--- config.mk ---
export PLATFORM = sky130hd
export DESIGN_NAME = nand_flash_command_sequencer_unit
export DESIGN_NICKNAME = d
export VERILOG_FILES = /design/src/hw/rtl/nfcs_pkg.sv /design/src/hw/rtl/nfcs_front.sv /design/src/hw/rtl/nfcs_queue.sv /design/src/hw/rtl/nfcs_back.sv /design/src/hw/rtl/nand_flash_command_sequencer_unit.sv
export SDC_FILE = /design/constraint.sdc
export NUM_CORES = 1
export LEC_CHECK = 0
export BUFFER_PORTS_ARGS = -buffer_cell sky130_fd_sc_hd__buf_2
export CAP_MARGIN = 10
export CORE_UTILIZATION = 32
export DETAILED_ROUTE_END_ITERATION = 7
export PLACE_DENSITY = 0.53
export SLEW_MARGIN = 20
export SYNTH_ARGS = -nofsm -noshare
export SYNTH_HDL_FRONTEND = slang
export SYNTH_SLANG_ARGS = --single-unit
--- constraint.sdc ---
create_clock -name clk -period 5.6 [get_ports clk]
set_input_delay 0.28 -clock clk [delete_from_list [all_inputs] [get_ports clk]]
set_output_delay 0.28 -clock clk [all_outputs]
set_load 0.01 [all_outputs]
--- src/hw/rtl/nfcs_pkg.sv ---
// ----------------------------------------------------------------------------
// nfcs_pkg
// Shared types and constants of the NAND flash command sequencer: bus cycle
// kinds, opcodes, session modes, sequencer step positions and the job word.
// ----------------------------------------------------------------------------
package nfcs_pkg;

    localparam int PAGE_BYTES       = 2048;
    localparam int BLOCK_BYTES      = 131072;
    localparam int MAX_ERASE_BLOCKS = 8;

    localparam int ADDR_W   = 28;
    localparam int LEN_W    = 29;
    localparam int ROW_W    = 17;
    localparam int PAGE_SH  = $clog2(PAGE_BYTES);
    localparam int BLK_SH   = $clog2(BLOCK_BYTES);
    localparam int COL_W    = PAGE_SH + 1;
    localparam int BLK_W    = $clog2(MAX_ERASE_BLOCKS + 1);
    localparam int ROWS_PER_BLOCK = BLOCK_BYTES / PAGE_BYTES;

    localparam int QUEUE_DEPTH = 4;
    localparam int QPTR_W      = $clog2(QUEUE_DEPTH);

    typedef enum logic [2:0] {
        KIND_SELECT   = 3'd0,
        KIND_CMD      = 3'd1,
        KIND_ADDR     = 3'd2,
        KIND_DWRITE   = 3'd3,
        KIND_DREAD    = 3'd4,
        KIND_WAIT     = 3'd5,
        KIND_DESELECT = 3'd6,
        KIND_ERROR    = 3'd7
    } kind_t;

    typedef enum logic [2:0] {
        OP_BEGIN_READ = 3'd0,
        OP_READ_BYTE  = 3'd1,
        OP_BEGIN_PROG = 3'd2,
        OP_WRITE_BYTE = 3'd3,
        OP_ERASE      = 3'd4,
        OP_READ_ID    = 3'd5
    } op_t;

    typedef enum logic [2:0] {
        MODE_IDLE = 3'b001,
        MODE_READ = 3'b010,
        MODE_PROG = 3'b100
    } mode_t;

    localparam logic [1:0] ERR_NONE      = 2'd0;
    localparam logic [1:0] ERR_MISALIGN  = 2'd1;
    localparam logic [1:0] ERR_BAD_LEN   = 2'd2;

    localparam logic [7:0] CMD_READ      = 8'h00;
    localparam logic [7:0] CMD_READ_GO   = 8'h30;
    localparam logic [7:0] CMD_PROG      = 8'h80;
    localparam logic [7:0] CMD_PROG_GO   = 8'h10;
    localparam logic [7:0] CMD_ERASE     = 8'h60;
    localparam logic [7:0] CMD_ERASE_GO  = 8'hD0;
    localparam logic [7:0] CMD_READ_ID   = 8'h90;

    // step positions, emitted from low to high
    localparam int NUM_STEPS   = 17;
    localparam int STEP_W      = $clog2(NUM_STEPS);
    localparam int ST_PRE_DESEL = 0;
    localparam int ST_SELECT    = 1;
    localparam int ST_ERROR     = 2;
    localparam int ST_FIN_A_CMD = 3;
    localparam int ST_FIN_A_WT  = 4;
    localparam int ST_SETUP     = 5;
    localparam int ST_COL0      = 6;
    localparam int ST_COL1      = 7;
    localparam int ST_ROW0      = 8;
    localparam int ST_ROW1      = 9;
    localparam int ST_ROW2      = 10;
    localparam int ST_END       = 11;
    localparam int ST_SETUP_WT  = 12;
    localparam int ST_DATA      = 13;
    localparam int ST_FIN_B_CMD = 14;
    localparam int ST_FIN_B_WT  = 15;
    localparam int ST_DESEL     = 16;

    typedef logic [NUM_STEPS-1:0] step_mask_t;

    localparam step_mask_t M_PRE_DESEL = step_mask_t'(1) << ST_PRE_DESEL;
    localparam step_mask_t M_SELECT    = step_mask_t'(1) << ST_SELECT;
    localparam step_mask_t M_ERROR     = step_mask_t'(1) << ST_ERROR;
    localparam step_mask_t M_SETUP     = step_mask_t'(1) << ST_SETUP;
    localparam step_mask_t M_COL0      = step_mask_t'(1) << ST_COL0;
    localparam step_mask_t M_DATA      = step_mask_t'(1) << ST_DATA;
    localparam step_mask_t M_DESEL     = step_mask_t'(1) << ST_DESEL;
    localparam step_mask_t M_FIN_A     = (step_mask_t'(1) << ST_FIN_A_CMD)
                                       | (step_mask_t'(1) << ST_FIN_A_WT);
    localparam step_mask_t M_FIN_B     = (step_mask_t'(1) << ST_FIN_B_CMD)
                                       | (step_mask_t'(1) << ST_FIN_B_WT);
    localparam step_mask_t M_ROWS      = (step_mask_t'(1) << ST_ROW0)
                                       | (step_mask_t'(1) << ST_ROW1)
                                       | (step_mask_t'(1) << ST_ROW2);
    localparam step_mask_t M_COLS      = M_COL0 | (step_mask_t'(1) << ST_COL1);
    localparam step_mask_t M_GO        = (step_mask_t'(1) << ST_END)
                                       | (step_mask_t'(1) << ST_SETUP_WT);
    localparam step_mask_t M_PROG_SETUP = M_SETUP | M_COLS | M_ROWS;
    localparam step_mask_t M_READ_SETUP = M_PROG_SETUP | M_GO;
    localparam step_mask_t M_ERASE_BLK  = M_SETUP | M_ROWS | M_GO;

    typedef struct packed {
        step_mask_t         mask;
        logic [7:0]         setup_cmd;
        logic [7:0]         end_cmd;
        logic [COL_W-1:0]   column;
        logic [ROW_W-1:0]   row;
        logic [BLK_W-1:0]   blocks;
        logic [2:0]         data_count;
        logic               data_write;
        logic [7:0]         data_value;
        logic [1:0]         err_code;
    } job_t;

endpackage

--- src/hw/rtl/nfcs_front.sv ---
// ----------------------------------------------------------------------------
// nfcs_front
// Accepts operations, tracks the open read or program session and turns each
// operation into a job word that lists the bus cycle steps to run.
// ----------------------------------------------------------------------------
module nfcs_front
    import nfcs_pkg::*;
(
    input  logic              clk,
    input  logic              rst_n,
    input  logic              accept,
    input  logic [2:0]        opcode,
    input  logic [ADDR_W-1:0] address,
    input  logic [LEN_W-1:0]  length,
    input  logic [7:0]        write_data,
    output logic              job_push,
    output job_t              job
);

    mode_t             mode_reg, mode_next;
    logic [ROW_W-1:0]  row_reg, row_next;
    logic [COL_W-1:0]  column_reg, column_next;
    logic [LEN_W-1:0]  remain_reg, remain_next;

    always_comb
    begin
        logic              pre;
        logic              wrap;
        logic [ROW_W-1:0]  row_use;
        logic [COL_W-1:0]  col_use;
        logic [LEN_W-1:0]  rem_dec;
        logic [ROW_W-1:0]  addr_row;
        logic [COL_W-1:0]  addr_col;
        logic              misalign;
        logic              bad_len;

        pre      = (mode_reg != MODE_IDLE);
        wrap     = (column_reg >= COL_W'(PAGE_BYTES));
        row_use  = wrap ? row_reg + 1'b1 : row_reg;
        col_use  = wrap ? '0 : column_reg;
        rem_dec  = remain_reg - 1'b1;
        addr_row = ROW_W'(address >> PAGE_SH);
        addr_col = COL_W'(address[PAGE_SH-1:0]);
        misalign = (address[BLK_SH-1:0] != '0);
        bad_len  = (length == '0) || (length[BLK_SH-1:0] != '0)
                 || ((length >> BLK_SH) > LEN_W'(MAX_ERASE_BLOCKS));

        mode_next   = mode_reg;
        row_next    = row_reg;
        column_next = column_reg;
        remain_next = remain_reg;

        job            = '0;
        job.blocks     = BLK_W'(1);
        job.data_count = 3'd1;
        job.end_cmd    = CMD_READ_GO;

        case (opcode)
            OP_BEGIN_READ:
            begin
                job.mask      = (pre ? M_PRE_DESEL : '0) | M_SELECT | M_READ_SETUP
                              | ((length == '0) ? M_DESEL : '0);
                job.setup_cmd = CMD_READ;
                job.row       = addr_row;
                job.column    = addr_col;
                row_next      = addr_row;
                column_next   = addr_col;
                remain_next   = length;
                mode_next     = (length == '0) ? MODE_IDLE : MODE_READ;
            end
            OP_READ_BYTE:
            begin
                if (mode_reg == MODE_READ)
                begin
                    job.mask      = (wrap ? M_READ_SETUP : '0) | M_DATA
                                  | ((rem_dec == '0) ? M_DESEL : '0);
                    job.setup_cmd = CMD_READ;
                    job.row       = row_use;
                    job.column    = col_use;
                    row_next      = row_use;
                    column_next   = col_use + 1'b1;
                    remain_next   = rem_dec;
                    mode_next     = (rem_dec == '0) ? MODE_IDLE : MODE_READ;
                end
            end
            OP_BEGIN_PROG:
            begin
                job.mask      = (pre ? M_PRE_DESEL : '0) | M_SELECT | M_PROG_SETUP
                              | ((length == '0) ? (M_FIN_B | M_DESEL) : '0);
                job.setup_cmd = CMD_PROG;
                job.row       = addr_row;
                job.column    = addr_col;
                row_next      = addr_row;
                column_next   = addr_col;
                remain_next   = length;
                mode_next     = (length == '0) ? MODE_IDLE : MODE_PROG;
            end
            OP_WRITE_BYTE:
            begin
                if (mode_reg == MODE_PROG)
                begin
                    job.mask       = (wrap ? (M_FIN_A | M_PROG_SETUP) : '0) | M_DATA
                                   | ((rem_dec == '0) ? (M_FIN_B | M_DESEL) : '0);
                    job.setup_cmd  = CMD_PROG;
                    job.row        = row_use;
                    job.column     = col_use;
                    job.data_write = 1'b1;
                    job.data_value = write_data;
                    row_next       = row_use;
                    column_next    = col_use + 1'b1;
                    remain_next    = rem_dec;
                    mode_next      = (rem_dec == '0) ? MODE_IDLE : MODE_PROG;
                end
            end
            OP_ERASE:
            begin
                mode_next = MODE_IDLE;
                if (misalign)
                begin
                    job.mask     = (pre ? M_PRE_DESEL : '0) | M_ERROR;
                    job.err_code = ERR_MISALIGN;
                end
                else if (bad_len)
                begin
                    job.mask     = (pre ? M_PRE_DESEL : '0) | M_ERROR;
                    job.err_code = ERR_BAD_LEN;
                end
                else
                begin
                    job.mask      = (pre ? M_PRE_DESEL : '0) | M_SELECT | M_ERASE_BLK
                                  | M_DESEL;
                    job.setup_cmd = CMD_ERASE;
                    job.end_cmd   = CMD_ERASE_GO;
                    job.row       = addr_row;
                    job.blocks    = BLK_W'(length >> BLK_SH);
                end
            end
            OP_READ_ID:
            begin
                mode_next      = MODE_IDLE;
                job.mask       = (pre ? M_PRE_DESEL : '0) | M_SELECT | M_SETUP | M_COL0
                               | M_DATA | M_DESEL;
                job.setup_cmd  = CMD_READ_ID;
                job.data_count = 3'd5;
            end
            default:
            begin
                job.mask = '0;
            end
        endcase

        job_push = accept && (job.mask != '0);
    end

    always_ff @(posedge clk or negedge rst_n)
    begin
        if (!rst_n)
        begin
            mode_reg   <= MODE_IDLE;
            row_reg    <= '0;
            column_reg <= '0;
            remain_reg <= '0;
        end
        else if (accept)
        begin
            mode_reg   <= mode_next;
            row_reg    <= row_next;
            column_reg <= column_next;
            remain_reg <= remain_next;
        end
    end

endmodule

--- src/hw/rtl/nfcs_queue.sv ---
// ----------------------------------------------------------------------------
// nfcs_queue
// Short first-in first-out queue of job words between the front and the
// back sequencer.
// ----------------------------------------------------------------------------
module nfcs_queue
    import nfcs_pkg::*;
(
    input  logic clk,
    input  logic rst_n,
    input  logic wr_en,
    input  job_t wr_job,
    output logic q_full,
    input  logic rd_en,
    output logic rd_valid,
    output job_t rd_job
);

    job_t                entry_reg [QUEUE_DEPTH];
    logic [QPTR_W-1:0]   wr_ptr_reg;
    logic [QPTR_W-1:0]   rd_ptr_reg;
    logic [QPTR_W:0]     count_reg, count_next;

    assign q_full   = (count_reg == (QPTR_W+1)'(QUEUE_DEPTH));
    assign rd_valid = (count_reg != '0);
    assign rd_job   = entry_reg[rd_ptr_reg];

    always_comb
    begin
        count_next = count_reg;
        if (wr_en && !rd_en)
        begin
            count_next = count_reg + 1'b1;
        end
        else if (!wr_en && rd_en)
        begin
            count_next = count_reg - 1'b1;
        end
    end

    always_ff @(posedge clk)
    begin
        if (wr_en)
        begin
            entry_reg[wr_ptr_reg] <= wr_job;
        end
    end

    always_ff @(posedge clk or negedge rst_n)
    begin
        if (!rst_n)
        begin
            wr_ptr_reg <= '0;
            rd_ptr_reg <= '0;
            count_reg  <= '0;
        end
        else
        begin
            if (wr_en)
            begin
                wr_ptr_reg <= wr_ptr_reg + 1'b1;
            end
            if (rd_en)
            begin
                rd_ptr_reg <= rd_ptr_reg + 1'b1;
            end
            count_reg <= count_next;
        end
    end

endmodule

--- src/hw/rtl/nfcs_back.sv ---
// ----------------------------------------------------------------------------
// nfcs_back
// Sequencer that runs one job word at a time, one bus cycle word per clock
// while the output register is free or being popped, into a single output register.
// ----------------------------------------------------------------------------
module nfcs_back
    import nfcs_pkg::*;
(
    input  logic       clk,
    input  logic       rst_n,
    input  logic       job_valid,
    input  job_t       job,
    output logic       job_pop,
    input  logic       pop,
    output logic       empty,
    output logic [2:0] cycle_kind,
    output logic [7:0] cycle_value,
    output logic [1:0] error_code,
    output logic       last
);

    step_mask_t        mask_reg, mask_next;
    logic [7:0]        setup_cmd_reg;
    logic [7:0]        end_cmd_reg;
    logic [COL_W-1:0]  column_reg;
    logic [ROW_W-1:0]  row_reg, row_next;
    logic [BLK_W-1:0]  blocks_reg, blocks_next;
    logic [2:0]        count_reg, count_next;
    logic              data_write_reg;
    logic [7:0]        data_value_reg;
    logic [1:0]        err_code_reg;

    logic              out_valid_reg;
    kind_t             kind_reg;
    logic [7:0]        value_reg;
    logic [1:0]        err_reg;
    logic              last_reg;

    logic              advance;
    logic              load;
    logic [STEP_W-1:0] cur_step;
    kind_t             kind_now;
    logic [7:0]        value_now;
    logic [1:0]        err_now;
    logic [15:0]       col_wide;
    logic [23:0]       row_wide;

    assign advance  = (mask_reg != '0) && (!out_valid_reg || pop);
    assign load     = job_valid && ((mask_reg == '0) || (advance && (mask_next == '0)));
    assign job_pop  = load;
    assign col_wide = 16'(column_reg);
    assign row_wide = 24'(row_reg);

    always_comb
    begin
        cur_step = '0;
        for (int i = NUM_STEPS - 1; i >= 0; i--)
        begin
            if (mask_reg[i])
            begin
                cur_step = STEP_W'(i);
            end
        end
    end

    always_comb
    begin
        mask_next   = mask_reg;
        mask_next[cur_step] = 1'b0;
        row_next    = row_reg;
        blocks_next = blocks_reg;
        count_next  = count_reg;
        kind_now    = KIND_DESELECT;
        value_now   = '0;
        err_now     = ERR_NONE;

        case (cur_step)
            STEP_W'(ST_PRE_DESEL): kind_now = KIND_DESELECT;
            STEP_W'(ST_SELECT):    kind_now = KIND_SELECT;
            STEP_W'(ST_ERROR):
            begin
                kind_now = KIND_ERROR;
                err_now  = err_code_reg;
            end
            STEP_W'(ST_FIN_A_CMD), STEP_W'(ST_FIN_B_CMD):
            begin
                kind_now  = KIND_CMD;
                value_now = CMD_PROG_GO;
            end
            STEP_W'(ST_FIN_A_WT), STEP_W'(ST_FIN_B_WT):
            begin
                kind_now = KIND_WAIT;
            end
            STEP_W'(ST_SETUP):
            begin
                kind_now  = KIND_CMD;
                value_now = setup_cmd_reg;
            end
            STEP_W'(ST_COL0):
            begin
                kind_now  = KIND_ADDR;
                value_now = col_wide[7:0];
            end
            STEP_W'(ST_COL1):
            begin
                kind_now  = KIND_ADDR;
                value_now = col_wide[15:8];
            end
            STEP_W'(ST_ROW0):
            begin
                kind_now  = KIND_ADDR;
                value_now = row_wide[7:0];
            end
            STEP_W'(ST_ROW1):
            begin
                kind_now  = KIND_ADDR;
                value_now = row_wide[15:8];
            end
            STEP_W'(ST_ROW2):
            begin
                kind_now  = KIND_ADDR;
                value_now = row_wide[23:16];
            end
            STEP_W'(ST_END):
            begin
                kind_now  = KIND_CMD;
                value_now = end_cmd_reg;
            end
            STEP_W'(ST_SETUP_WT):
            begin
                kind_now = KIND_WAIT;
                // next erase block
                if (blocks_reg > BLK_W'(1))
                begin
                    mask_next   = mask_next | M_ERASE_BLK;
                    blocks_next = blocks_reg - 1'b1;
                    row_next    = row_reg + ROW_W'(ROWS_PER_BLOCK);
                end
            end
            STEP_W'(ST_DATA):
            begin
                kind_now  = data_write_reg ? KIND_DWRITE : KIND_DREAD;
                value_now = data_write_reg ? data_value_reg : 8'h00;
                if (count_reg > 3'd1)
                begin
                    mask_next[cur_step] = 1'b1;
                    count_next = count_reg - 1'b1;
                end
            end
            STEP_W'(ST_DESEL):     kind_now = KIND_DESELECT;
            default:               kind_now = KIND_DESELECT;
        endcase
    end

    always_ff @(posedge clk)
    begin
        if (load)
        begin
            setup_cmd_reg  <= job.setup_cmd;
            end_cmd_reg    <= job.end_cmd;
            column_reg     <= job.column;
            row_reg        <= job.row;
            blocks_reg     <= job.blocks;
            count_reg      <= job.data_count;
            data_write_reg <= job.data_write;
            data_value_reg <= job.data_value;
            err_code_reg   <= job.err_code;
        end
        else if (advance)
        begin
            row_reg    <= row_next;
            blocks_reg <= blocks_next;
            count_reg  <= count_next;
        end
        if (advance)
        begin
            kind_reg  <= kind_now;
            value_reg <= value_now;
            err_reg   <= err_now;
            last_reg  <= (mask_next == '0);
        end
    end

    always_ff @(posedge clk or negedge rst_n)
    begin
        if (!rst_n)
        begin
            mask_reg      <= '0;
            out_valid_reg <= 1'b0;
        end
        else
        begin
            if (load)
            begin
                mask_reg <= job.mask;
            end
            else if (advance)
            begin
                mask_reg <= mask_next;
            end
            if (advance)
            begin
                out_valid_reg <= 1'b1;
            end
            else if (pop)
            begin
                out_valid_reg <= 1'b0;
            end
        end
    end

    assign empty       = !out_valid_reg;
    assign cycle_kind  = kind_reg;
    assign cycle_value = value_reg;
    assign error_code  = err_reg;
    assign last        = last_reg;

endmodule

--- src/hw/rtl/nand_flash_command_sequencer_unit.sv ---
// ----------------------------------------------------------------------------
// nand_flash_command_sequencer_unit
// path: first word of an operation passes the job queue, then the back
//   sequencer's job registers, then its output register
// throughput: one operation per cycle enters while the four-deep job queue has
//   room; words leave one per cycle while pop is held (1 to 51 per operation)
// reset: session closed, job queue and output register empty
// ----------------------------------------------------------------------------
module nand_flash_command_sequencer_unit
    import nfcs_pkg::*;
(
    input  logic              clk,
    input  logic              rst_n,
    input  logic              push,
    output logic              full,
    input  logic [2:0]        opcode,
    input  logic [ADDR_W-1:0] address,
    input  logic [LEN_W-1:0]  length,
    input  logic [7:0]        write_data,
    output logic              empty,
    input  logic              pop,
    output logic [2:0]        cycle_kind,
    output logic [7:0]        cycle_value,
    output logic [1:0]        error_code,
    output logic              last
);

    logic accept;
    logic job_push;
    job_t front_job;
    logic q_valid;
    job_t q_job;
    logic q_pop;

    assign accept = push && !full;

    nfcs_front u_front
    (
        .clk        (clk),
        .rst_n      (rst_n),
        .accept     (accept),
        .opcode     (opcode),
        .address    (address),
        .length     (length),
        .write_data (write_data),
        .job_push   (job_push),
        .job        (front_job)
    );

    nfcs_queue u_queue
    (
        .clk      (clk),
        .rst_n    (rst_n),
        .wr_en    (job_push),
        .wr_job   (front_job),
        .q_full   (full),
        .rd_en    (q_pop),
        .rd_valid (q_valid),
        .rd_job   (q_job)
    );

    nfcs_back u_back
    (
        .clk         (clk),
        .rst_n       (rst_n),
        .job_valid   (q_valid),
        .job         (q_job),
        .job_pop     (q_pop),
        .pop         (pop),
        .empty       (empty),
        .cycle_kind  (cycle_kind),
        .cycle_value (cycle_value),
        .error_code  (error_code),
        .last        (last)
    );

endmodule

# --- Yosys cells after proc, flatten, opt, wreduce, memory -nomap -nowiden ---
# Memory sizes are Yosys's and may differ from the RTL's.
# Cells that the tools add are included.
word_totals:
  out_inout_bits: 16
  ramBits: 320
  inputBits: 72
  mem_count: 1
  word_cells: 210
  ff_bits: 163
op_classes:
  bitwise_logic: 7
  n_eq_ne: 26
  n_lt_le_gt_ge: 6
  reduce_logical: 45
  muxes: 93
  addsub: 10
memory_table:
  columns: ["name", "depth", "width", "rd", "rd_clocked_by_memory_dff", "wr", "line_no", "source"]
  rows:
  - ["u_queue.entry_reg", 4, 80, 1, 0, 1, "nfcs_queue.sv:19", "job_t entry_reg [QUEUE_DEPTH];"]
op_table:
  columns: ["operator", "n"]
  rows:
  - ["17-bit 2-to-1 mux", 16]
  - ["29-bit 2-to-1 mux", 4]
  - ["17-bit one-hot mux with 6 select lines", 1]
  - ["29-bit one-hot mux with 3 select lines", 1]
  - ["5-bit 2-to-1 mux", 17]
  - ["17-bit bitwise OR", 5]
  - ["12-bit one-hot mux with 3 select lines", 2]
  - ["8-bit one-hot mux with 9 select lines", 1]
  - ["17-bit one-hot mux with 4 select lines", 1]
  - ["17-bit nonzero test", 4]
  - ["29-bit logical NOT", 2]
  - ["17-bit one-hot mux with 3 select lines", 1]
  - ["25-bit 2-to-1 mux", 2]
  - ["21-bit 2-to-1 mux", 2]
  - ["5-bit by 4-bit == test with 1-bit output, second input constant", 8]
  - ["8-bit one-hot mux with 5 select lines", 1]
  - ["12-bit 2-to-1 mux", 3]
  - ["3-bit 2-to-1 mux", 12]
  - ["17-bit logical NOT", 2]
  - ["17-bit one-hot mux with 2 select lines", 1]
  - ["29-bit by 1-bit subtractor with 29-bit output, second input constant", 1]
  - ["13-bit 2-to-1 mux", 2]
  - ["5-bit by 3-bit == test with 1-bit output, second input constant", 4]
  - ["4-bit 2-to-1 mux", 5]
  - ["other kinds (45)", 89]

# --- Logic depth before layout (Yosys ltp) ---
depth:
  depth_word: 33
  ltp_mapped: 16
  ltp_nobuf: 13

# --- Hierarchy ---
# A second synthesis with hierarchy kept.
hier_totals:
  hier_cells: 1606
  area_unflattened_um2: 22271.4
by_module_without_submodules:
  columns: ["module", "area_each_um2", "instances", "seq_area_each_um2", "cells_each"]
  rows:
  - ["nfcs_queue", 12022.8, 1, 9784.4, 452]
  - ["nfcs_front", 5141.2, 1, 1527.7, 705]
  - ["nfcs_back", 5093.6, 1, 2762.6, 448]
  - ["nand_flash_command_sequencer_unit", 13.8, 1, 0.0, 1]

# --- Least setup slack after synthesis ---
# Ideal clock, no wire load.
synth_timing:
  path_type: "reg2reg"
  startpoint: "register u_back.mask_reg[3]"
  endpoint: "register u_queue.count_reg[1]"
  path_buffers: 2
  path_stages_with_launch: 14
  synth_period_minus_slack_ps: 3848
  slack_ps: 1752
  setup_time_ps: 125
  t_arrival_ps: 3724
  required_time_ps: 5475
  path_cell_list: "dfrtp_1 buf_2 or4_4 nor4_4 or3b_4 a221oi_2 nand4_1 nor3_4 a31oi_4 buf_2 ha_1 inv_1 fa_1 mux2_2"
synth_via:
  elab_chain_len: 20
  word_cells_on_any_way: 29
  classes_between: "order compare (2); eq/ne (2); mux (10); bitwise (3); reduce/logical (12)"
synth_rtl:
  columns: ["item", "line_no", "source"]
  rows:
  - ["start: declaration", "nfcs_back.sv:22", "step_mask_t mask_reg, mask_next;"]
  - ["start signal: assignment", "nfcs_back.sv:195", "mask_reg <= job.mask;"]
  - ["start signal: assignment", "nfcs_back.sv:199", "mask_reg <= mask_next;"]
  - ["5-bit 2-to-1 mux (4 in series)", "nfcs_back.sv:59", "if (mask_reg[i])"]
  - ["5-bit by 6-bit < comparator with 1-bit output (not written as such) or 5-bit by 1-bit >= comparator with 1-bit output (tied branches)", "nfcs_back.sv:69, nfcs_back.sv:146", null]
  - ["1-bit logical AND (not written as such)", "nfcs_back.sv:69, nfcs_back.sv:146", null]
  - ["1-bit 2-to-1 mux (not written as such)", "nfcs_back.sv:69, nfcs_back.sv:146", null]
  - ["1-bit demux with 5-bit select", null, null]
  - ["17-bit inverter (no source line)", null, null]
  - ["17-bit bitwise AND (no source line)", null, null]
  - ["17-bit bitwise OR (no source line)", null, null]
  - ["(+2 left out)", null, null]
  - ["17-bit logical NOT", "nfcs_back.sv:49", "assign load = job_valid && ((mask_reg == '0) || (advance && (mask_next == '0)));"]
  - ["1-bit logical AND", "nfcs_back.sv:49", null]
  - ["1-bit logical OR *", "nfcs_back.sv:49", null]
  - ["1-bit logical AND *", "nfcs_back.sv:49", null]
  - ["1-bit logical NOT *", "nfcs_queue.sv:31", "if (wr_en && !rd_en)"]
  - ["1-bit logical AND *", "nfcs_queue.sv:31", null]
  - ["3-bit 2-to-1 mux *", "nfcs_queue.sv:31", null]
  - ["via u_queue.count_next[1]", "nfcs_queue.sv:22", "logic [QPTR_W:0] count_reg, count_next;"]
  - ["end signal: assignment", "nfcs_queue.sv:67", "count_reg <= count_next;"]
  - ["end: declaration", "nfcs_queue.sv:22", null]
# Mark *: on every way through the listed nets, which the timed path passes. The rest lies on a longest branch.
# A chain may end at the register's enable or synchronous reset.

# --- Final worst setup path ---
layout_timing:
  startpoint: "register u_back.mask_reg[7]"
  endpoint: "register u_queue.count_reg[2]"
layout_via:
  elab_chain_len: 24
  word_cells_on_any_way: 33
  classes_between: "order compare (2); eq/ne (2); mux (14); bitwise (3); reduce/logical (12)"
layout_rtl:
  columns: ["item", "line_no", "source"]
  rows:
  - ["5-bit 2-to-1 mux (8 in series)", "nfcs_back.sv:59", null]
  - ["5-bit by 6-bit < comparator with 1-bit output (not written as such) or 5-bit by 1-bit >= comparator with 1-bit output (tied branches)", "nfcs_back.sv:69, nfcs_back.sv:146", null]
  - ["1-bit logical AND (not written as such)", "nfcs_back.sv:69, nfcs_back.sv:146", null]
  - ["1-bit 2-to-1 mux (not written as such)", "nfcs_back.sv:69, nfcs_back.sv:146", null]
  - ["1-bit demux with 5-bit select", null, null]
  - ["17-bit inverter (no source line)", null, null]
  - ["17-bit bitwise AND (no source line)", null, null]
  - ["17-bit bitwise OR (no source line)", null, null]
  - ["17-bit 2-to-1 mux", "nfcs_back.sv:144", "if (count_reg > 3'd1)"]
  - ["17-bit one-hot mux with 2 select lines", "nfcs_back.sv:77", "case (cur_step)"]
  - ["17-bit logical NOT", "nfcs_back.sv:49", null]
  - ["1-bit logical AND", "nfcs_back.sv:49", null]
  - ["1-bit logical OR *", "nfcs_back.sv:49", null]
  - ["1-bit logical AND *", "nfcs_back.sv:49", null]
  - ["1-bit logical NOT", "nfcs_queue.sv:31", null]
  - ["1-bit logical AND", "nfcs_queue.sv:31", null]
  - ["3-bit 2-to-1 mux or 2-bit nonzero test (tied branches)", null, null]
# Mark *: on every way between the ends. The rest lies on a longest branch, timed or not.

==> results.json <==
{
  "die-area_um2": 57600,
  "busiest_layer": "met2",
  "register_to_register_setup_slack_ns": 1.15,
  "ant_nets": 0,
  "grt_max_degree": 74,
  "clock_tree.htree_level_count": 2,
  "synth.lib_cells_used.distinct": 76,
  "worst_clock_skew_ns": 0.0352,
  "synthFlopType": "sky130_fd_sc_hd__edfxtp_1",
  "launch_instance_of_the_worst_register_to_register_path": "u_back.mask_reg[7]",
  "fin_setup_tns_ns": 0,
  "synth_cells": 1386,
  "timing.rr.end": "u_queue.count_reg[2]",
  "timing.critical_path.from_type": "flop",
  "crit_required_ns": 6.07,
  "power-per-cell-area_nw_per_um2": 480,
  "p_leak_uw": 0.00755,
  "setup_cp_type": "flop to flop",
  "initial_core_util_pct": 32.6,
  "grt_use_met3_pct": 2.82,
  "setup_viol_count_final": 0,
  "mostFrequentLayoutCells": "sky130_fd_sc_hd__edfxtp_1, sky130_fd_sc_hd__o21ai_0, sky130_fd_sc_hd__nor2_1, sky130_fd_sc_hd__nand2_1, sky130_fd_sc_hd__buf_2",
  "io_buffer_count": 87,
  "ys_ff_latch": 396,
  "vdd_ir_drop_max_mv": 0.231,
  "core_area_um2": 55500,
  "floorplan.die.width_um": 240,
  "synth_edf_count": 310,
  "vias": 11868,
  "synth.cell_area_um2": 18100,
  "setup_repair_after_global_routing_missed_its_margin": "no",
  "max_cap_viol_count": 0,
  "synth_largest_type_area_fraction_pct": 51.4,
  "cts_post_setup_buffers_inserted": 0,
  "sink_count_of_the_clock_tree": 396,
  "setup.worst_path.end": "u_queue.count_reg[2]",
  "routed_wire_length_per_instance_um": 20.5,
  "area_growth_syn_to_layout_pct": 15.7,
  "leading_cell_type_in_the_layout_fill_and_taps_excluded": "sky130_fd_sc_hd__edfxtp_1",
  "total_power_uw": 10100,
  "antenna_found_initial": 0,
  "synth_area_per_cell_um2": 13.1,
  "cp_max_fo": 29,
  "pin_slew_with_the_least_headroom_to_its_limit_ns": 1.02,
  "yosys_warnings": 0,
  "timing.critical_path.to_type": "flop",
  "setup.worst_path.start": "u_back.mask_reg[7]",
  "nets": 1572,
  "drive_above_1_share_pct": 18.0,
  "detail_route.drc_violations": 0,
  "cts_tree": "done",
  "met2_usage_pct": 26.9,
  "finalCriticalPeriod_ns": 4.45,
  "vias_in_the_first_global_route": 11957,
  "min_path_type": "input pin to flop",
  "cts_made_buffers": 44,
  "synth_async_sr_flop_share_pct": 21.7,
  "largest_register_ff_count": 244,
  "report.final.hold_viol_count": 0,
  "number_of_cells_upsized_or_downsized_after_cts": 0,
  "chipHeight_um": 240,
  "via_per_inst": 5.23,
  "gr-total-overflow": 0,
  "cts_root_buf": "sky130_fd_sc_hd__clkbuf_16",
  "crit_chain": "or4_1 > nor4_4 > o21ai_0 > or2_2 > nor2_1 > nor3b_1 > a31oi_4 > ha_1 > inv_1 > fa_1 > xor2_1 > nor2_1 > xor2_1",
  "gr-usage-all-layers_pct": 16.5,
  "synth_largest_area_cell": "sky130_fd_sc_hd__edfxtp_1",
  "postCtsHoldBufs": 15,
  "design.portCount": 88,
  "antennaDiodeCount": 0,
  "groute.layer.met1.usage_pct": 22.5,
  "timing.critical_path.slowest_stage_cell": "sky130_fd_sc_hd__a31oi_4",
  "finalCritPeriodShare_pct": 79.4,
  "drt-initial-drc-count": 995,
  "grt_pass1_wl_um": 72100,
  "slew_headroom_pct": 31.9,
  "totalWireLength_um": 46600,
  "synth.top_cells.by_area": "sky130_fd_sc_hd__edfxtp_1, sky130_fd_sc_hd__dfrtp_1, sky130_fd_sc_hd__mux4_2",
  "fmax_mhz": 225,
  "gpl.final_weighted_congestion": 0.843,
  "cts_buffer_depth": 3,
  "rows": 86,
  "outcome": "finished, final reports clean",
  "dp_hpwl_um": 31600,
  "seq_area_frac_synth_pct": 63.2,
  "drt_pre_antenna_iters": 6,
  "report.final.slew_viol_count": 0,
  "insertion_delay_ns": 0.58,
  "clk_pin_slew_ns": 0.06,
  "crit_path_max_incr_delay_ns": 0.77,
  "rr_worst_depth": 13,
  "crit_arrival_ns": 4.91
}
-- area by class of cell --
type | instances | area (um2)
inverter | 49 | 184
sequential | 396 | 11500
multi-input combinational | 867 | 6210
clock buffer | 59 | 1180
fill | 5390 | 34600
clock inverter | 22 | 218
timing repair buffer | 127 | 776
tap | 748 | 936
-- metrics by stage --
| step | cells | hold WS [ns] | worst slack (ns) | instance area [um2] | utilization (%) |
|---|---|---|---|---|---|
| floorplan | 1389 | -0.0156 | 1.75 | 18100 | - |
| global placement | 2172 | 0.260 | 1.28 | 19400 | 35.0 |
| detailed placement | 2172 | 0.259 | 1.25 | 19400 | 35.0 |
| CTS | 2268 | 0.00293 | 1.18 | 21000 | 37.8 |
| global route | 2268 | 0.0416 | 0.882 | 21000 | 37.8 |
| finish | 2268 | 0.0315 | 1.15 | 21000 | 37.8 |
-- cell families (layout without fill, tap and decap cells) --
family | Yosys count | after routing | synth area share (%)
xor gates and xnor gates | 39 | 39 | 1.88
other | 1 | 4 | 0.0207
and+or+nand+nor | 405 | 405 | 11.2
buffers and inverters | 126 | 257 | 2.69
DFF | 396 | 396 | 63.2
muxes | 89 | 89 | 9.15
adders and majority gates | 15 | 15 | 1.08
AOI/OAI and AO/OA | 315 | 315 | 10.7
-- synth_stat cells (all sizes together), types with 18 or more instances --
cell,number
edfxtp,310
o21ai,110
nor2,101
nand2,99
dfrtp,85
a21oi,83
clkbuf,64
mux4,57
inv,48
nand3,40
o22ai,27
nor3,26
nor4,24
and2,21
and3,21
xnor2,21
mux2,19
a22oi,18
xor2,18
-- worst max-delay path: cells and delay by family, from the launching register on --
family | cells | cell delay, ns
AND/OR/NAND/NOR | 6 | 1.81
AO/OA/AOI/OAI | 2 | 0.95
adder cells (fa/ha/maj) | 2 | 0.70
flip-flops | 1 | 0.45
XOR/XNOR | 2 | 0.35
buffers and inverters | 1 | 0.06
-- power breakdown --
| part | internal (uW) | switching, uW |
|---|---|---|
| Combinational | 1170 | 1750 |
| Sequential | 3850 | 499 |
| Clock | 1630 | 1170 |
| Total | 6650 | 3420 |
-- worst min-delay path by stage --
stage | start | endpoint | slack [ns] | cells after the start
after floorplan | rst_n | u_back.mask_reg[0] | -0.02 | 0
after global routing | length[2] | u_front.remain_reg[2] | 0.04 | 3
after global placement | rst_n | u_back.out_valid_reg | 0.26 | 1
final | length[2] | u_front.remain_reg[2] | 0.03 | 3
after detailed placement | rst_n | u_back.out_valid_reg | 0.26 | 1
after CTS | address[19] | u_front.row_reg[8] | 0.003 | 3
-- metal layers --
layer	vias to the layer above	share of wire [%]
met4	0	2.4
met3	81	3.9
met2	264	48
met1	6020	46
li1	5503	-
met5	-	0
Power figures use the tool's default switching activity.
